==> config.mk <==
export PLATFORM = sky130hd
export DESIGN_NAME = sam_record_field_parser_flat
export DESIGN_NICKNAME = d
export VERILOG_FILES = /design/src/rtl/core/samp_pkg.sv /design/src/rtl/core/samp_if.sv /design/src/rtl/core/samp_front.sv /design/src/rtl/core/samp_cmd_fifo.sv /design/src/rtl/core/samp_back.sv /design/src/rtl/core/sam_record_field_parser.sv /design/src/flat_wrapper.sv
export SDC_FILE = /design/constraint.sdc
export NUM_CORES = 1
export LEC_CHECK = 0
export BUFFER_PORTS_ARGS = -buffer_cell sky130_fd_sc_hd__buf_2
export CAP_MARGIN = 25
export CORE_MARGIN = 3
export CORE_UTILIZATION = 35
export DETAILED_ROUTE_END_ITERATION = 12
export PLACE_DENSITY = 0.49
export SKIP_LAST_GASP = 1
export SLEW_MARGIN = 20
export SYNTH_ARGS = -nofsm -noshare
export SYNTH_HDL_FRONTEND = slang
export SYNTH_HIERARCHICAL = 1
export SYNTH_SLANG_ARGS = --single-unit
==> constraint.sdc <==
create_clock -name clk_i -period 7.65 [get_ports clk_i]
set_input_delay 1.1475 -clock clk_i [delete_from_list [all_inputs] [get_ports clk_i]]
set_output_delay 1.1475 -clock clk_i [all_outputs]
set_load 0.005 [all_outputs]
==> src/rtl/core/samp_pkg.sv <==
// types, character codes and helpers of the sam record field parser
// depends on nothing; compiled first
package samp_pkg;

  localparam logic [7:0] ChTab   = 8'd9;
  localparam logic [7:0] ChNl    = 8'd10;
  localparam logic [7:0] ChVt    = 8'd11;
  localparam logic [7:0] ChFf    = 8'd12;
  localparam logic [7:0] ChCr    = 8'd13;
  localparam logic [7:0] ChSpace = 8'd32;
  localparam logic [7:0] ChPlus  = 8'd43;
  localparam logic [7:0] ChMinus = 8'd45;
  localparam logic [7:0] Ch0     = 8'd48;
  localparam logic [7:0] Ch9     = 8'd57;
  localparam logic [7:0] ChAt    = 8'd64;
  localparam logic [7:0] ChA     = 8'd65;
  localparam logic [7:0] ChM     = 8'd77;
  localparam logic [7:0] ChN     = 8'd78;
  localparam logic [7:0] ChS     = 8'd83;

  localparam logic [4:0] FldFlag     = 5'd1;
  localparam logic [4:0] FldPos      = 5'd3;
  localparam logic [4:0] FldMapq     = 5'd4;
  localparam logic [4:0] FldCigar    = 5'd5;
  localparam logic [4:0] FldMate     = 5'd7;
  localparam logic [4:0] FldTlen     = 5'd8;
  localparam logic [4:0] FldSeq      = 5'd9;
  localparam logic [4:0] FldQual     = 5'd10;
  localparam logic [4:0] FldFirstTag = 5'd11;
  localparam logic [4:0] FldMax      = 5'd31;

  localparam logic [2:0] FbiMax      = 3'd7;
  localparam logic [2:0] FbiTagName  = 3'd2;
  localparam logic [2:0] FbiTagValue = 3'd5;

  localparam logic [32:0] NumCap    = 33'h1_0000_0000;
  localparam logic [15:0] OffAbsent = 16'hFFFF;

  localparam int unsigned CmdDepth = 2;

  typedef enum logic [1:0] {
    PH_SKIP,
    PH_SIGN,
    PH_DIGITS,
    PH_DONE
  } samp_phase_e;

  typedef enum logic [1:0] {
    TAG_NONE,
    TAG_AS,
    TAG_NM
  } samp_tag_e;

  typedef enum logic [2:0] {
    TGT_NONE,
    TGT_FLAG,
    TGT_POS,
    TGT_MAPQ,
    TGT_MATE,
    TGT_TLEN,
    TGT_AS,
    TGT_NM
  } samp_tgt_e;

  typedef enum logic [1:0] {
    OFS_CIGAR,
    OFS_SEQ,
    OFS_QUAL
  } samp_ofs_e;

  // one command from the classifier to the back end
  typedef struct packed {
    logic        off_en;
    samp_ofs_e   off_sel;
    logic [15:0] off_val;
    logic        dig_en;
    logic        dig_first;
    logic [3:0]  dig;
    samp_tgt_e   tgt;
    logic        neg;
    logic        emit;
    logic        header;
  } samp_cmd_t;

  // where a finished field goes
  function automatic samp_tgt_e samp_target(logic [4:0] fld, logic [2:0] fbi,
                                            samp_tag_e tag);
    samp_tgt_e t;
    t = TGT_NONE;
    if (fbi != 3'd0) begin
      case (fld)
        FldFlag: t = TGT_FLAG;
        FldPos:  t = TGT_POS;
        FldMapq: t = TGT_MAPQ;
        FldMate: t = TGT_MATE;
        FldTlen: t = TGT_TLEN;
        default: begin
          if (fld >= FldFirstTag && fbi >= FbiTagName) begin
            if (tag == TAG_AS) begin
              t = TGT_AS;
            end else if (tag == TAG_NM) begin
              t = TGT_NM;
            end
          end
        end
      endcase
    end
    return t;
  endfunction

endpackage

==> src/rtl/core/samp_if.sv <==
// valid/ready channels of the sam record field parser: byte in, record out
// depends on nothing
interface samp_in_if;
  logic       valid;
  logic       ready;
  logic [7:0] byte_value;
  logic       ends_line;

  modport source (output valid, byte_value, ends_line, input ready);
  modport sink   (input valid, byte_value, ends_line, output ready);
endinterface

interface samp_out_if;
  logic               valid;
  logic               ready;
  logic        [15:0] flag_bits;
  logic signed [31:0] ref_pos;
  logic        [7:0]  map_quality;
  logic signed [31:0] mate_pos;
  logic signed [31:0] template_len;
  logic signed [31:0] align_score;
  logic signed [31:0] edit_distance;
  logic        [15:0] cigar_offset;
  logic        [15:0] seq_offset;
  logic        [15:0] qual_offset;
  logic               is_header;

  modport source (output valid, flag_bits, ref_pos, map_quality, mate_pos, template_len,
                  align_score, edit_distance, cigar_offset, seq_offset, qual_offset,
                  is_header, input ready);
  modport sink   (input valid, flag_bits, ref_pos, map_quality, mate_pos, template_len,
                  align_score, edit_distance, cigar_offset, seq_offset, qual_offset,
                  is_header, output ready);
endinterface

==> src/rtl/core/samp_front.sv <==
// byte classifier: field count, offsets, tag and number phase tracking
// depends on samp_pkg and samp_in_if; emits samp_cmd_t beats to the queue
module samp_front #(
  parameter int unsigned LINE_BYTES = 65536
) (
  input  logic                clk_i,
  input  logic                rst_ni,
  samp_in_if.sink             in_i,
  output samp_pkg::samp_cmd_t cmd_o,
  output logic                cmd_valid_o,
  input  logic                cmd_ready_i
);
  import samp_pkg::*;

  localparam logic [16:0] OffLimit = 17'(LINE_BYTES - 1);

  logic [4:0]  fld_q, fld_d;
  logic [15:0] off_q, off_d;
  logic [2:0]  fbi_q, fbi_d;
  samp_phase_e ph_q, ph_d;
  logic        neg_q, neg_d;
  samp_tag_e   tag_q, tag_d;
  logic        hdr_q, hdr_d;

  logic [7:0]  b;
  logic        accept, is_nl, is_tab, ends, active, hdr_line, cons;
  logic        is_digit, is_space, is_sign, numeric;
  samp_tag_e   tag_c;
  samp_phase_e ph_c;
  logic        neg_c, dig_en, dig_first;
  logic [2:0]  fbi_c;

  assign b           = in_i.byte_value;
  assign in_i.ready  = cmd_ready_i;
  assign accept      = in_i.valid && in_i.ready;
  assign is_nl       = (b == ChNl);
  assign is_tab      = (b == ChTab);
  assign ends        = is_nl || in_i.ends_line;
  assign active      = !is_nl && ({1'b0, off_q} < OffLimit);
  assign hdr_line    = hdr_q || (active && off_q == 16'd0 && b == ChAt);
  assign cons        = active && !hdr_line;
  assign is_digit    = b inside {[Ch0:Ch9]};
  assign is_space    = b inside {ChSpace, ChVt, ChFf, ChCr};
  assign is_sign     = (b == ChPlus) || (b == ChMinus);
  assign fbi_c       = (fbi_q == FbiMax) ? FbiMax : fbi_q + 3'd1;

  // tag detection and number phase for a content byte other than tab
  always_comb begin
    tag_c = tag_q;
    if (fld_q >= FldFirstTag) begin
      if (fbi_q == 3'd0) begin
        tag_c = (b == ChA) ? TAG_AS : ((b == ChN) ? TAG_NM : TAG_NONE);
      end else if (fbi_q == 3'd1 &&
                   !((tag_q == TAG_AS && b == ChS) || (tag_q == TAG_NM && b == ChM))) begin
        tag_c = TAG_NONE;
      end
    end
    numeric = (fld_q inside {FldFlag, FldPos, FldMapq, FldMate, FldTlen}) ||
              (fld_q >= FldFirstTag && tag_c != TAG_NONE && fbi_q >= FbiTagValue);
    ph_c      = ph_q;
    neg_c     = neg_q;
    dig_en    = 1'b0;
    dig_first = 1'b0;
    if (numeric) begin
      case (ph_q)
        PH_SKIP: begin
          if (is_space) begin
            ph_c = PH_SKIP;
          end else if (is_sign) begin
            neg_c = (b == ChMinus);
            ph_c  = PH_SIGN;
          end else if (is_digit) begin
            dig_en    = 1'b1;
            dig_first = 1'b1;
            ph_c      = PH_DIGITS;
          end else begin
            ph_c = PH_DONE;
          end
        end
        PH_SIGN: begin
          if (is_digit) begin
            dig_en    = 1'b1;
            dig_first = 1'b1;
            ph_c      = PH_DIGITS;
          end else begin
            ph_c = PH_DONE;
          end
        end
        PH_DIGITS: begin
          if (is_digit) begin
            dig_en = 1'b1;
          end else begin
            ph_c = PH_DONE;
          end
        end
        default: ph_c = ph_q;
      endcase
    end
  end

  // next state
  always_comb begin
    fld_d = fld_q;
    off_d = off_q;
    fbi_d = fbi_q;
    ph_d  = ph_q;
    neg_d = neg_q;
    tag_d = tag_q;
    hdr_d = hdr_q;
    if (accept) begin
      if (ends) begin
        fld_d = '0;
        off_d = '0;
        fbi_d = '0;
        ph_d  = PH_SKIP;
        neg_d = 1'b0;
        tag_d = TAG_NONE;
        hdr_d = 1'b0;
      end else if (active) begin
        off_d = off_q + 16'd1;
        hdr_d = hdr_line;
        if (cons) begin
          if (is_tab) begin
            if (fld_q != FldMax) begin
              fld_d = fld_q + 5'd1;
            end
            fbi_d = '0;
            ph_d  = PH_SKIP;
            neg_d = 1'b0;
            tag_d = TAG_NONE;
          end else begin
            fbi_d = fbi_c;
            tag_d = tag_c;
            ph_d  = ph_c;
            neg_d = neg_c;
          end
        end
      end
    end
  end

  // command to the back end
  always_comb begin
    cmd_o         = '0;
    cmd_o.off_sel = OFS_CIGAR;
    cmd_o.tgt     = TGT_NONE;
    cmd_o.off_val = off_q;
    if (cons && fbi_q == 3'd0) begin
      case (fld_q)
        FldCigar: begin
          cmd_o.off_en  = 1'b1;
          cmd_o.off_sel = OFS_CIGAR;
        end
        FldSeq: begin
          cmd_o.off_en  = 1'b1;
          cmd_o.off_sel = OFS_SEQ;
        end
        FldQual: begin
          cmd_o.off_en  = 1'b1;
          cmd_o.off_sel = OFS_QUAL;
        end
        default: cmd_o.off_en = 1'b0;
      endcase
    end
    if (cons && is_tab) begin
      cmd_o.tgt = samp_target(fld_q, fbi_q, tag_q);
      cmd_o.neg = neg_q;
    end else if (ends && !hdr_line) begin
      if (cons) begin
        cmd_o.tgt = samp_target(fld_q, fbi_c, tag_c);
        cmd_o.neg = neg_c;
      end else begin
        cmd_o.tgt = samp_target(fld_q, fbi_q, tag_q);
        cmd_o.neg = neg_q;
      end
    end
    cmd_o.dig_en    = cons && !is_tab && dig_en;
    cmd_o.dig_first = dig_first;
    cmd_o.dig       = b[3:0];
    cmd_o.emit      = ends;
    cmd_o.header    = hdr_line;
    cmd_valid_o     = accept && (cmd_o.off_en || cmd_o.dig_en ||
                                 cmd_o.tgt != TGT_NONE || cmd_o.emit);
  end

  always_ff @(posedge clk_i or negedge rst_ni) begin
    if (!rst_ni) begin
      fld_q <= '0;
      off_q <= '0;
      fbi_q <= '0;
      ph_q  <= PH_SKIP;
      neg_q <= 1'b0;
      tag_q <= TAG_NONE;
      hdr_q <= 1'b0;
    end else begin
      fld_q <= fld_d;
      off_q <= off_d;
      fbi_q <= fbi_d;
      ph_q  <= ph_d;
      neg_q <= neg_d;
      tag_q <= tag_d;
      hdr_q <= hdr_d;
    end
  end

endmodule

==> src/rtl/core/samp_cmd_fifo.sv <==
// short command queue between classifier and back end
// depends on samp_pkg for the beat type and depth
module samp_cmd_fifo (
  input  logic                clk_i,
  input  logic                rst_ni,
  input  logic                push_i,
  input  samp_pkg::samp_cmd_t data_i,
  output logic                full_o,
  input  logic                pop_i,
  output logic                valid_o,
  output samp_pkg::samp_cmd_t data_o
);
  import samp_pkg::*;

  localparam int unsigned PtrW = (CmdDepth > 1) ? $clog2(CmdDepth) : 1;
  localparam int unsigned CntW = $clog2(CmdDepth + 1);
  localparam logic [PtrW-1:0] PtrLast = PtrW'(CmdDepth - 1);
  localparam logic [CntW-1:0] CntFull = CntW'(CmdDepth);

  samp_cmd_t       mem_q [CmdDepth];
  logic [PtrW-1:0] wr_q, wr_d, rd_q, rd_d;
  logic [CntW-1:0] cnt_q, cnt_d;
  logic            do_push, do_pop;

  assign full_o  = (cnt_q == CntFull);
  assign valid_o = (cnt_q != '0);
  assign data_o  = mem_q[rd_q];
  assign do_push = push_i && !full_o;
  assign do_pop  = pop_i && valid_o;

  always_comb begin
    wr_d  = wr_q;
    rd_d  = rd_q;
    cnt_d = cnt_q;
    if (do_push) begin
      wr_d = (wr_q == PtrLast) ? '0 : wr_q + 1'b1;
    end
    if (do_pop) begin
      rd_d = (rd_q == PtrLast) ? '0 : rd_q + 1'b1;
    end
    if (do_push && !do_pop) begin
      cnt_d = cnt_q + 1'b1;
    end else if (do_pop && !do_push) begin
      cnt_d = cnt_q - 1'b1;
    end
  end

  always_ff @(posedge clk_i) begin
    if (do_push) begin
      mem_q[wr_q] <= data_i;
    end
  end

  always_ff @(posedge clk_i or negedge rst_ni) begin
    if (!rst_ni) begin
      wr_q  <= '0;
      rd_q  <= '0;
      cnt_q <= '0;
    end else begin
      wr_q  <= wr_d;
      rd_q  <= rd_d;
      cnt_q <= cnt_d;
    end
  end

endmodule

==> src/rtl/core/samp_back.sv <==
// back end: decimal accumulate, saturate and store fields, record output register
// depends on samp_pkg and samp_out_if
module samp_back (
  input  logic                clk_i,
  input  logic                rst_ni,
  input  logic                cmd_valid_i,
  input  samp_pkg::samp_cmd_t cmd_i,
  output logic                cmd_pop_o,
  samp_out_if.source          out_o
);
  import samp_pkg::*;

  typedef struct packed {
    logic [15:0] flag;
    logic [31:0] pos;
    logic [7:0]  mapq;
    logic [31:0] mate;
    logic [31:0] tlen;
    logic [31:0] as_val;
    logic [31:0] nm_val;
    logic [15:0] cigar;
    logic [15:0] seq;
    logic [15:0] qual;
  } rec_t;

  localparam rec_t RecClear = '{cigar: OffAbsent, seq: OffAbsent, qual: OffAbsent,
                                default: '0};

  logic [32:0] acc_q, acc_d, acc_new;
  logic [36:0] prod;
  logic        bv_q, bv_d;
  samp_cmd_t   bcmd_q;
  logic [32:0] bacc_q;
  rec_t        rec_q, rec_d, rec_upd;
  rec_t        out_q;
  logic        out_hdr_q;
  logic        ov_q, ov_d;
  logic        out_free, b_fire, b_emit;
  logic [31:0] val32;
  logic [15:0] val16;
  logic [7:0]  val8;

  assign out_free  = !ov_q || out_o.ready;
  assign b_fire    = bv_q && (!bcmd_q.emit || out_free);
  assign b_emit    = b_fire && bcmd_q.emit;
  assign cmd_pop_o = cmd_valid_i && (!bv_q || b_fire);

  // times ten plus digit, magnitude held at 2^32
  assign prod = {1'b0, acc_q, 3'b000} + {3'b000, acc_q, 1'b0} + {33'd0, cmd_i.dig};

  always_comb begin
    acc_new = acc_q;
    if (cmd_i.dig_en) begin
      if (cmd_i.dig_first) begin
        acc_new = {29'd0, cmd_i.dig};
      end else begin
        acc_new = (prod > {4'd0, NumCap}) ? NumCap : prod[32:0];
      end
    end
    acc_d = acc_q;
    bv_d  = bv_q && !b_fire;
    if (cmd_pop_o) begin
      bv_d  = 1'b1;
      acc_d = (cmd_i.tgt != TGT_NONE || cmd_i.emit) ? '0 : acc_new;
    end
  end

  // saturation of the finished magnitude
  always_comb begin
    if (!bcmd_q.neg) begin
      val32 = (bacc_q > 33'h0_7FFF_FFFF) ? 32'h7FFF_FFFF : bacc_q[31:0];
      val16 = (bacc_q > 33'h0_0000_FFFF) ? 16'hFFFF : bacc_q[15:0];
      val8  = (bacc_q > 33'h0_0000_00FF) ? 8'hFF : bacc_q[7:0];
    end else begin
      val32 = (bacc_q > 33'h0_8000_0000) ? 32'h8000_0000 : 32'd0 - bacc_q[31:0];
      val16 = '0;
      val8  = '0;
    end
  end

  always_comb begin
    rec_upd = rec_q;
    if (bcmd_q.off_en) begin
      case (bcmd_q.off_sel)
        OFS_CIGAR: rec_upd.cigar = bcmd_q.off_val;
        OFS_SEQ:   rec_upd.seq   = bcmd_q.off_val;
        OFS_QUAL:  rec_upd.qual  = bcmd_q.off_val;
        default:   rec_upd.cigar = rec_q.cigar;
      endcase
    end
    case (bcmd_q.tgt)
      TGT_FLAG: rec_upd.flag   = val16;
      TGT_POS:  rec_upd.pos    = val32;
      TGT_MAPQ: rec_upd.mapq   = val8;
      TGT_MATE: rec_upd.mate   = val32;
      TGT_TLEN: rec_upd.tlen   = val32;
      TGT_AS:   rec_upd.as_val = val32;
      TGT_NM:   rec_upd.nm_val = val32;
      default:  rec_upd.flag   = rec_q.flag;
    endcase
    rec_d = rec_q;
    if (b_fire) begin
      rec_d = bcmd_q.emit ? RecClear : rec_upd;
    end
    ov_d = b_emit ? 1'b1 : (ov_q && !out_o.ready);
  end

  always_ff @(posedge clk_i) begin
    if (cmd_pop_o) begin
      bcmd_q <= cmd_i;
      bacc_q <= acc_new;
    end
    if (b_emit) begin
      out_q     <= bcmd_q.header ? '0 : rec_upd;
      out_hdr_q <= bcmd_q.header;
    end
  end

  always_ff @(posedge clk_i or negedge rst_ni) begin
    if (!rst_ni) begin
      acc_q <= '0;
      bv_q  <= 1'b0;
      rec_q <= RecClear;
      ov_q  <= 1'b0;
    end else begin
      acc_q <= acc_d;
      bv_q  <= bv_d;
      rec_q <= rec_d;
      ov_q  <= ov_d;
    end
  end

  assign out_o.valid         = ov_q;
  assign out_o.flag_bits     = out_q.flag;
  assign out_o.ref_pos       = out_q.pos;
  assign out_o.map_quality   = out_q.mapq;
  assign out_o.mate_pos      = out_q.mate;
  assign out_o.template_len  = out_q.tlen;
  assign out_o.align_score   = out_q.as_val;
  assign out_o.edit_distance = out_q.nm_val;
  assign out_o.cigar_offset  = out_q.cigar;
  assign out_o.seq_offset    = out_q.seq;
  assign out_o.qual_offset   = out_q.qual;
  assign out_o.is_header     = out_hdr_q;

endmodule

==> src/rtl/core/sam_record_field_parser.sv <==
// top level of the sam record field parser: classifier, command queue, back end
// depends on samp_pkg, samp_if, samp_front, samp_cmd_fifo and samp_back
//
// Takes one byte of a tab-separated SAM alignment line per beat, one beat per clock,
// and gives one record beat when a newline or a byte marked ends_line arrives. A
// byte can enter every cycle; in_i.ready drops only when the two-entry command queue is
// full, which happens only while a finished record waits on out_o.ready. The record
// for a line is registered in the command queue by the edge that takes its ending
// byte, then passes through the finish stage (saturation and field store) and the
// output register before it is offered. Numeric fields follow strtol rules with
// saturation; a line starting with '@' gives a zeroed record with is_header set;
// bytes at offset LINE_BYTES-1 and beyond are ignored until the line ends.
module sam_record_field_parser #(
  parameter int unsigned LINE_BYTES = 65536
) (
  input  logic        clk_i,
  input  logic        rst_ni,
  samp_in_if.sink     in_i,
  samp_out_if.source  out_o
);
  import samp_pkg::*;

  samp_cmd_t push_cmd, pop_cmd;
  logic      push_valid, fifo_full, fifo_valid, fifo_pop;

  samp_front #(
    .LINE_BYTES(LINE_BYTES)
  ) u_front (
    .clk_i      (clk_i),
    .rst_ni     (rst_ni),
    .in_i       (in_i),
    .cmd_o      (push_cmd),
    .cmd_valid_o(push_valid),
    .cmd_ready_i(!fifo_full)
  );

  samp_cmd_fifo u_fifo (
    .clk_i  (clk_i),
    .rst_ni (rst_ni),
    .push_i (push_valid),
    .data_i (push_cmd),
    .full_o (fifo_full),
    .pop_i  (fifo_pop),
    .valid_o(fifo_valid),
    .data_o (pop_cmd)
  );

  samp_back u_back (
    .clk_i      (clk_i),
    .rst_ni     (rst_ni),
    .cmd_valid_i(fifo_valid),
    .cmd_i      (pop_cmd),
    .cmd_pop_o  (fifo_pop),
    .out_o      (out_o)
  );

endmodule

==> src/flat_wrapper.sv <==
// flat-port wrapper written by rule: the top's interface ports become plain ports
module sam_record_field_parser_flat import samp_pkg::*;
#(
  parameter int unsigned LINE_BYTES = 65536
)
  (clk_i, rst_ni, in_i_valid, in_i_byte_value, in_i_ends_line, in_i_ready, out_o_valid, out_o_flag_bits, out_o_ref_pos, out_o_map_quality, out_o_mate_pos, out_o_template_len, out_o_align_score, out_o_edit_distance, out_o_cigar_offset, out_o_seq_offset, out_o_qual_offset, out_o_is_header, out_o_ready);
  samp_in_if in_i_i ();
  samp_out_if out_o_i ();
  input  logic clk_i;
  input  logic rst_ni;
  input wire logic [$bits(in_i_i.valid)-1:0] in_i_valid;
  input wire logic [$bits(in_i_i.byte_value)-1:0] in_i_byte_value;
  input wire logic [$bits(in_i_i.ends_line)-1:0] in_i_ends_line;
  output wire logic [$bits(in_i_i.ready)-1:0] in_i_ready;
  output wire logic [$bits(out_o_i.valid)-1:0] out_o_valid;
  output wire logic [$bits(out_o_i.flag_bits)-1:0] out_o_flag_bits;
  output wire logic [$bits(out_o_i.ref_pos)-1:0] out_o_ref_pos;
  output wire logic [$bits(out_o_i.map_quality)-1:0] out_o_map_quality;
  output wire logic [$bits(out_o_i.mate_pos)-1:0] out_o_mate_pos;
  output wire logic [$bits(out_o_i.template_len)-1:0] out_o_template_len;
  output wire logic [$bits(out_o_i.align_score)-1:0] out_o_align_score;
  output wire logic [$bits(out_o_i.edit_distance)-1:0] out_o_edit_distance;
  output wire logic [$bits(out_o_i.cigar_offset)-1:0] out_o_cigar_offset;
  output wire logic [$bits(out_o_i.seq_offset)-1:0] out_o_seq_offset;
  output wire logic [$bits(out_o_i.qual_offset)-1:0] out_o_qual_offset;
  output wire logic [$bits(out_o_i.is_header)-1:0] out_o_is_header;
  input wire logic [$bits(out_o_i.ready)-1:0] out_o_ready;
  assign in_i_i.valid = in_i_valid;
  assign in_i_i.byte_value = in_i_byte_value;
  assign in_i_i.ends_line = in_i_ends_line;
  assign in_i_ready = in_i_i.ready;
  assign out_o_valid = out_o_i.valid;
  assign out_o_flag_bits = out_o_i.flag_bits;
  assign out_o_ref_pos = out_o_i.ref_pos;
  assign out_o_map_quality = out_o_i.map_quality;
  assign out_o_mate_pos = out_o_i.mate_pos;
  assign out_o_template_len = out_o_i.template_len;
  assign out_o_align_score = out_o_i.align_score;
  assign out_o_edit_distance = out_o_i.edit_distance;
  assign out_o_cigar_offset = out_o_i.cigar_offset;
  assign out_o_seq_offset = out_o_i.seq_offset;
  assign out_o_qual_offset = out_o_i.qual_offset;
  assign out_o_is_header = out_o_i.is_header;
  assign out_o_i.ready = out_o_ready;
  sam_record_field_parser #(.LINE_BYTES(LINE_BYTES)) u_core (.clk_i(clk_i), .rst_ni(rst_ni), .in_i(in_i_i), .out_o(out_o_i));
endmodule
==> results of run 1 <==
-- cell usage in the layout (no fill, tap or decap), types with 15 or more instances in the layout --
cell       count
ha_1          87
o21ai_0      107
nand3_1       30
dfstp_2       48
mux2_4        29
a221oi_4      28
a21oi_1      294
nor3_1        32
buf_4         35
a22o_1       157
xnor2_1       34
clkbuf_16     80
dfrtp_1      252
inv_1         67
nor2_1       123
o22ai_1       34
clkinv_1      18
or3_1         15
xor2_1        33
nand2_1      580
o21ai_1       22
o32a_1        48
nand4_1       29
a21o_1        16
edfxtp_1     353
buf_2        246
-- cell type report --
type | count | area (µm²) | area share [%]
Multi-Input combinational cell | 1960 | 12530 | 34.20
Clock buffer | 95 | 2118 | 5.781
Tap cell | 1176 | 1471 | 4.016
Inverter | 69 | 259.0 | 0.7069
Timing Repair Buffer | 288 | 1604 | 4.378
Clock inverter | 47 | 462.9 | 1.263
Sequential cell | 654 | 18190 | 49.66
-- where the power goes --
group / internal (mW) / switching, mW / leakage (nW) / total, mW
Combinational: 2.14 / 4.33 / 5.99 / 6.47
Sequential: 5.70 / 1.05 / 7.44 / 6.74
Clock: 2.24 / 1.47 / 1.25 / 3.71
Total: 10.1 / 6.85 / 14.7 / 16.9
-- per-layer routing --
layer	GRT usage, %	part of all wire (%)	wire, µm	up-vias
li1	-	-	-	10850
met1	27.17	46	41980	11810
met2	29.15	46	41680	783
met3	3.190	6.3	5736	128
met4	5.430	2.3	2135	0
met5	0	0	0	-
-- sequential cells by signal, summed over array words and instances (netlist names), 2 cells and up --
signal	flops
u_core/u_front/off_q	16
u_core/u_back/out_o.mate_pos	32
u_core/u_back/out_o.flag_bits	16
u_core/u_back/out_o.qual_offset	16
u_core/u_front/ph_q	2
u_core/u_back/out_o.edit_distance	32
u_core/u_fifo/mem_q	62
u_core/u_back/bacc_q	33
u_core/u_fifo/cnt_q	2
u_core/u_back/out_o.align_score	32
u_core/u_front/tag_q	2
u_core/u_front/fld_q	5
u_core/u_back/out_o.ref_pos	32
u_core/u_back/rec_q	232
u_core/u_back/acc_q	33
u_core/u_back/out_o.cigar_offset	16
u_core/u_back/out_o.template_len	32
u_core/u_front/fbi_q	3
u_core/u_back/out_o.seq_offset	16
u_core/u_back/out_o.map_quality	8
u_core/u_back/bcmd_q	25
-- through the flow --
stage / instance area (µm²) / power [mW] / hold slack, ns / utilization [%] / setup slack, ns
global placement: 33990 / 13.14 / 0.4628 / 37.59 / 1.552
CTS: 36600 / 17.05 / 0.4843 / 40.48 / 1.504
global route: 36640 / 17.92 / 0.5076 / 40.52 / 1.048
finish: 36640 / 16.93 / 0.4779 / 40.52 / 1.500
detailed placement: 34020 / 13.26 / 0.4709 / 37.62 / 1.503
floorplan: 32040 / 10.78 / 0.4244 / - / 0.3129
-- worst reg2reg max path, stage by stage, from the launching register on --
cell	delay [ns]
dfrtp_2	0.38
buf_4	0.47
mux2_4	0.39
ha_1	0.22
ha_1	0.23
fa_1	0.41
a21o_1	0.24
a221oi_4	0.35
nor4_2	0.14
or3_1	0.42
o311ai_1	0.54
nand4_1	0.15
nor4_1	0.53
a41o_2	0.37
nand4_2	0.74
o21ai_0	0.47
-- worst min path at each step --
stage,start,endpoint,slack [ns]
after floorplan,u_core/u_back/bcmd_q[0]$_DFFE_PP_,u_core/u_back/out_o.is_header$_DFFE_PP_,0.42
after global placement,u_core/u_back/rec_q[215]$_DFFE_PN0P_,u_core/u_back/rec_q[215]$_DFFE_PN0P_,0.46
after detailed placement,u_core/u_back/rec_q[215]$_DFFE_PN0P_,u_core/u_back/rec_q[215]$_DFFE_PN0P_,0.47
after CTS,u_core/u_back/rec_q[215]$_DFFE_PN0P_,u_core/u_back/rec_q[215]$_DFFE_PN0P_,0.48
after global routing,u_core/u_back/rec_q[99]$_DFFE_PN0P_,u_core/u_back/rec_q[99]$_DFFE_PN0P_,0.51
final,u_core/u_back/rec_q[223]$_DFFE_PN0P_,u_core/u_back/rec_q[223]$_DFFE_PN0P_,0.48
-- logic make-up (layout without fill, tap and decap cells) --
family                   Yosys count  after routing
multiplexers                      35             35
flip-flops                       654            654
AND/OR/NAND/NOR                  945            945
adder cells (fa/ha/maj)           89             89
AO/OA/AOI/OAI                    824            824
buffers and inverters            266            499
XOR/XNOR                          67             67
==> results.txt, run 1 <==
- The initial antenna violation count came to 4.
- Portion of synthesized cell area occupied by the leading cell type: roughly a third
* Core region area: 90420 µm²
- Cells along the critical path: buf_4 -> mux2_4 -> ha_1 -> ha_1 -> fa_1 -> a21o_1 -> a221oi_4 -> nor4_2 -> or3_1 -> o311ai_1 -> nand4_1 -> nor4_1 -> a41o_2 -> nand4_2 -> o21ai_0
- After clock tree synthesis, the repair step resized 0 gates.
- Measured slew at the worst slew-check pin: 1.212 ns
- The filler cells instantiated in the layout total about 8600.
* Worst path buffer plus inverter count: 1
* DP Wirelength: 61180 µm
* Worst reg2reg path endpoint: u_core/u_back/acc_q[11]$_DFFE_PN0P_
- Ranked by total cell area, the synthesized netlist is headed by edfxtp_1 (33%), dfrtp_1 (20%), nand2_1 (6.8%).
- For this block, the routed nets add up to a little over 90000 µm of wire.
- Number of cell rows: 110
- CP Launch Type: register
- 0 antenna diodes ended up in the layout.
* Synth Area in Compound Gates: 18.65%
- The worst hold path was traced through 2 stages.
- Root buf cell: clkbuf_16
* Type of the most critical hold path: reg2reg
- First-pass GRT wire length: between 100000 and 150000 µm
- For the worst-skew pair, the clock arrives at the later sink with an insertion delay of 0.63 ns.
* H-tree level count: 3
- Summing the areas of all xor and xnor instances in the mapped netlist gives 1.832% of the synthesized area.
- Shortest period the worst path allows: 6.150 ns
- Derived from the worst setup path, the maximum achievable clock frequency is 162.6 MHz.
* Setup repair bufs after CTS: 0
- Max Fanout on Critical Path: 30
- On the critical path, the stage with the largest delay is an instance of nand4_2.
- Wirelength per Cell: 21.34 µm
* Final RePlAce weighted congestion: 0.9068
- In the finished design, the share of the clock period the worst path needs comes to 80.39%.
- Final #Nets: between 3000 and 4000
- After detailed placement, the design holds a cell count of about 4100.
- Crit Path Category: reg2reg
* # IOs: around 250
* Vias in the first global route: roughly 23000
- Setup violations remaining at the end of the flow were counted as 0.
* Mux share of post-synthesis cell area: 1.562%
* Dominant cell by count in the synthesized netlist: nand2_1
- VDD IR-drop max: 0.0002354 V
- In the global route stage, overall resource usage came out at 18.81%.
- Flip-flop cell with the highest count after synthesis: edfxtp_1
- Relative to the synthesized area, the layout overhead comes to 14.37%.
* Synth Area in Adders: 3.523%
* List of most frequent post-synthesis cells: nand2_1 (580), edfxtp_1 (353), a21oi_1 (294)
- Synthesized net count: ~3000
- Summing the areas of all and, or, nand and nor instances in the mapped netlist gives about an eighth of the synthesized area.
- The largest single stage delay on the critical path is between 0.7 and 0.8 ns.
- After the first detailed-routing iteration, the DRC count stood at between 2000 and 2500.
- Data arrives at the worst endpoint at 6.66 ns.
- Measured in cells, the most critical reg-to-reg path has a length of 15.
- Number of port buffers: 247
- Clock transition at the register clock pins on the worst setup and hold paths after CTS: approximately 0.060 ns
* Crit end category: register
- Among cell families on the critical path, the largest total delay comes from simple AND/OR/NAND/NOR gates.
- DRC violations left: 0
* Number of cells on the critical path: 15
- The detailed router placed 23570 vias in this run.
- Cell area after synthesis: approximately 32000 µm²
- The post-route netlist has 18.63% of its cells at a drive strength greater than 1.
- The final number of hold-violating endpoints was 0.
* Seq/Total Area, Yosys: 56.79%
- Maximum root-to-sink buffer count: 3
- The synthesized design spends more area on one cell type than any other, namely edfxtp_1.
- 1st-pass router iterations: 7
* Synthesized instance count: 2880
- In this run the worst setup path begins at u_core/u_fifo/rd_q$_DFFE_PN0P_.
- Maximum number of pins on one net before global-route repair: ~170
* Horizontal die dimension: 308.5 µm
- Power Density: 462.0 nW/µm²
* Worst flop-to-flop path startpoint: u_core/u_fifo/rd_q$_DFFE_PN0P_
* Average cell area after synthesis: 11.12 µm²
* Post-Layout Cell Count: 4289
* Clk sinks: between 600 and 700
* Synth cell types: 97
* Asr flop ratio synth: 46.02%
* Number of clock buffers inserted by TritonCTS: 76
- Across the run, the number of max-cap violations was 0.
- Count of flip-flops with a built-in enable after synthesis: 353
- Dividing the detail-routed via count by the number of cells gives ~5.5.
- TritonCTS built the clock tree.
- For this run, the number of Yosys warnings is 6.
- Among the stages of the critical path, the cell type that occurs most often is ha_1.
* FF-to-FF setup slack: about 1.5 ns
* Leakage dissipation: 14.69 nW
- Once the floorplan was initialized, standard cells occupied 35.43% of the core.
* Post-CTS Hold Buffers: 0
* Main combinational cell family by area after synthesis: compound AO/OA/AOI/OAI gates
* Number of flip-flops and latches in the synthesized netlist: around 650
* Total grt overflow: 0
- Status: complete, no violations
- RSZ-0062 raised after global routing: false
- In this run the remaining antenna-violating nets after routing total 0.
- Final Max Tran Viols: 0
- Data required time of the worst path: 8.16 ns
- Total Die Area: 95200 µm²
- Sum Neg Setup Slack: 0 ns
- End point of the critical path: u_core/u_back/acc_q[11]$_DFFE_PN0P_
- Headroom to the max-slew limit came out at roughly a fifth.
* Max Clock Skew: approximately 0.026 ns
- From bottom edge to top edge, the die measures approximately 310 µm.
Note: power is estimated with default switching activity, not from simulation.
==> inputs of run 2 (changes only) <==
- ABC_AREA: unset -> 1
- PLACE_DENSITY: 0.49 -> 0.51
- clock period: 7.65 -> 4.93 ns (I/O delays scaled with it)
==> run 2 against run 1 <==
Net effect: first-iteration DRC count is 17% higher; sequential power grew 47%; worst hold slack got worse by 0.36 ns; count of clock-buffer cells in the layout is 4 higher; critical path type unchanged.
==> results.txt, run 2 <==
- Status: complete, no violations
- Number of flip-flops and latches in the synthesized netlist: 654
* Dominant cell by count in the synthesized netlist: nand2_1
- Prior to clock tree synthesis, the placed netlist has a worst setup slack of 0.5883 ns.
- Flip-flop and latch area: 18190 µm²
* Post-CTS Hold Buffers: 0
- List of most frequent post-synthesis cells: nand2_1 (1487), edfxtp_1 (353), nor2_1 (303)
- Across all register-to-register paths, the minimum setup slack is 0.64 ns.
* Average cell area after synthesis: 8.556 µm²
- Ranked by flip-flop count, first place goes to u_core/u_back/rec_q.
- For this block, the initial DRC count from the detailed router was 2567.
- The initial antenna violation count is 2.
- The filler cells instantiated in the layout total around 9500.
- The startpoint identified for the worst register-to-register timing path is u_core/u_fifo/rd_q$_DFFE_PN0P_.
- Reported max-cap violation count: 0
- At the end of the flow, the number of nets in the layout was 4207.
- Global routing used just over 20% of the available tracks across all layers.
- Clk sinks: 654
* Clock latency of the later-clocked register in the worst-skew pair: 0.64 ns
- Cell taking the most area after synthesis: edfxtp_1
- The largest registers in the layout are u_core/u_back/rec_q: 232 flops, u_core/u_fifo/mem_q: 62 flops.
* Final critical-path share of the clock period: 87.05%
* Number of cell rows: ~110
- Type of the most critical hold path: in2async
- Asr flop ratio synth: 46.02%
- Routed metal-1 wire length: 49110 µm
- In this run the vertical extent of the chip is 314.9 µm.
- Synth Area in Adders: 3.379%
- Largest cells by area after synthesis: edfxtp_1 (32%), dfrtp_1 (19%), nand2_1 (17%)
- Crit end category: register
- The cell sitting at the root of the clock tree is a clkbuf_16.
- H-tree level count: 3
* Count of endpoints failing setup in the final report: 0
* Synth cell types: just under 60
* Number of port buffers: 247
- The final number of hold-violating endpoints is 0.
* Total via count after detailed routing: 26530
- DP Wirelength: roughly 70000 µm
- Count of flip-flops with a built-in enable after synthesis: ~350
- For this run, the leading register cell type out of synthesis is edfxtp_1.
* Routed length on met2: 44740 µm
* Layout-stage area growth over the synthesis result: 15.22%
* Top layer used by detailed routing: met4
- Clock transition at the register clock pins on the worst setup and hold paths after CTS: 0.06 ns
* Cells along the critical path: buf_4 -> nand2_1 -> nand2_1 -> inv_1 -> fa_1 -> inv_1 -> fa_1 -> nand3_1 -> nand3_1 -> nand3_1 -> nand3_1 -> nand2_1 -> nand2_1 -> nor2_1 -> nand3_1 -> nor2_1 -> nand2_1 -> nor2_1 -> nand2_1 -> nand2_4 -> nand3_1 -> a21boi_0
- Synth Area in Compound Gates: under 10%
* Vias in the first global route: around 25000
- Among all stages on the critical path, the largest delay is contributed by fa_1.
* Worst reg2reg path endpoint: u_core/u_back/bacc_q[1]$_DFFE_PP_
* Total Die Area: around 99000 µm²
* Post-route antenna net violation count: 0
- Synthesized net count: ~4000
- Share of final-layout standard cells stronger than drive strength 1: 15.63%
- Worst-case setup margin in the final layout: 0.6384 ns
* Effective utilization at floorplan: 35.52%
- Maximum root-to-sink buffer count: 3
- Power Density: 667.2 nW/µm²
* VDD IR-drop max: 0.0004991 V
- Main combinational cell family by area after synthesis: simple AND/OR/NAND/NOR gates
- After synthesis, the share of cell area in mux cells is 1.438%.
* Synth Warn #: 6
- Horizontal die dimension: approximately 310 µm
- STA classifies the critical path startpoint as a register.
- Area of combinational cells with multiple inputs: about 13000 µm²
* Top cell family by delay on the critical path: simple AND/OR/NAND/NOR gates
* Shortest period the worst path allows: 4.292 ns
- Max Fanout on Critical Path: 32
* Core region area: 94030 µm²
* Number of clock buffers inserted by TritonCTS: 73
- The number of cells on the worst reg-to-reg path is 22.
* Seq/Total Area, Yosys: 54.47%
- Setup repair bufs after CTS: 0
* Resized Gates After CTS: 0
- DRC violations left: 0
* Crit Path Category: reg2reg
- Max Clock Skew: between 0.03 and 0.04 ns
- Commonest cells after routing, fill and taps aside: nand2_1 (1484), edfxtp_1 (353), nor2_1 (300)
* Total grt overflow: 0
- Xor and xnor area share after synthesis: 0.7342%
- For this run, the slowest stage of the critical path takes 0.52 ns.
* Cell area reported after detailed placement: 35960 µm²
* Slew Limit Headroom: 32.90%
* Synthesized instance count: 3904
- Maximum frequency from static timing analysis: 233.0 MHz
* Measured slew at the worst slew-check pin: 1.006 ns
- Entering global routing, the biggest net connects 157 pins.
* Number of flip-flops in the largest register: 232
* Detailed-routed wire length on met3: around 5600 µm
* # IOs: 248
- First-pass GRT wire length: 155000 µm
- Data required time of the worst path: 5.37 ns
* Worst path buffer plus inverter count: 3
- Of the post-synthesis cell area, the dominant cell type holds a little under a third.
- Most common cell after layout, fill and taps aside: nand2_1
- The finished cells cover 38480 µm².
- For this run, the detailed router's first-pass iteration total came to 6.
- Final Max Tran Viols: 0
* Wirelength per Cell: 18.67 µm
- Detail-routed via count per cell: between 4 and 5
- Summed over all cells, the static leakage comes to 18.15 nW.
- RSZ-0062 raised after global routing: false
* Data arrival at the endpoint of the critical path: 4.73 ns
- TritonCTS built the clock tree.
- Total Routed Length: 101200 µm
* Final RePlAce weighted congestion: 0.9167
* End-of-flow core utilization: 40.93%
* Simple-gate portion of the synthesized area: 26.72%
- After synthesis the cells add up to 33400 µm².
## run 2: cell count changes after synthesis, moves of 46 or more
cell and delta:
nand3_1 +122, mux2i_1 +46, a22o_1 -156, a21oi_1 -143
nor2_1 +173, o32a_1 -48, nand2_1 +907, nand2_2 +59
inv_1 +217, o21ai_1 +87
## run 2: worst max path at each step
stage,start,depth (start not counted),endpoint,slack [ns]
floorplan,out_o_ready,7,u_core/u_back/out_o.align_score[0]$_SDFFCE_PP0P_,-0.13
global placement,u_core/u_fifo/rd_q$_DFFE_PN0P_,22,u_core/u_back/bacc_q[1]$_DFFE_PP_,0.71
detailed placement,u_core/u_fifo/rd_q$_DFFE_PN0P_,22,u_core/u_back/bacc_q[1]$_DFFE_PP_,0.59
CTS,u_core/u_fifo/rd_q$_DFFE_PN0P_,22,u_core/u_back/bacc_q[1]$_DFFE_PP_,0.56
global route,u_core/u_fifo/rd_q$_DFFE_PN0P_,24,u_core/u_back/bacc_q[1]$_DFFE_PP_,0.22
finish,u_core/u_fifo/rd_q$_DFFE_PN0P_,22,u_core/u_back/bacc_q[1]$_DFFE_PP_,0.64
## run 2: per-stage QoR
| stage | setup TNS, ns | power (mW) | hold WS, ns | cells |
|---|---|---|---|---|
| after global routing | 0 | 27.40 | 0.1372 | 5419 |
| after detailed placement | 0 | 20.09 | 0.4575 | 5284 |
| after global placement | 0 | 20.06 | 0.4532 | 5283 |
| final | 0 | 25.68 | 0.1187 | 5421 |
| after floorplan | -29.37 | 15.70 | 0.4244 | 3904 |
| after CTS | 0 | 25.95 | 0.1118 | 5419 |
## run 2: cells by family (layout without fill, tap and decap cells)
family,Yosys count,count (layout)
XOR/XNOR,28,28
buffers and inverters,492,753
other,0,2
flip-flops,654,654
multiplexers,48,48
AO/OA/AOI/OAI,442,442
adder cells (fa/ha/maj),89,89
AND/OR/NAND/NOR,2151,2151
## run 2: layer usage
| layer | vias up | GRT usage [%] |
|---|---|---|
| met5 | - | 0 |
| met3 | 96 | 2.235 |
| met1 | 12600 | 30.73 |
| li1 | 13080 | - |
| met2 | 756 | 30.69 |
| met4 | 0 | 4.876 |
## run 2: area by class of cell
| cell class | count | share of cell area [%] |
|---|---|---|
| Sequential cell | 654 | 47.27 |
| Multi-Input combinational cell | 2758 | 34.53 |
| Clock buffer | 99 | 5.186 |
| Timing Repair Buffer | 283 | 4.253 |
| Tap cell | 1254 | 4.077 |
| Inverter | 335 | 3.329 |
| Clock inverter | 36 | 1.343 |
| Antenna cell | 2 | 0.01300 |
## run 2: where the power goes
part           internal [mW]  total (mW)  switching (mW)  leakage, nW
Combinational           2.76        10.0            7.28         9.52
Sequential              8.60        9.88            1.28         7.42
Clock                   3.45        5.76            2.31         1.22
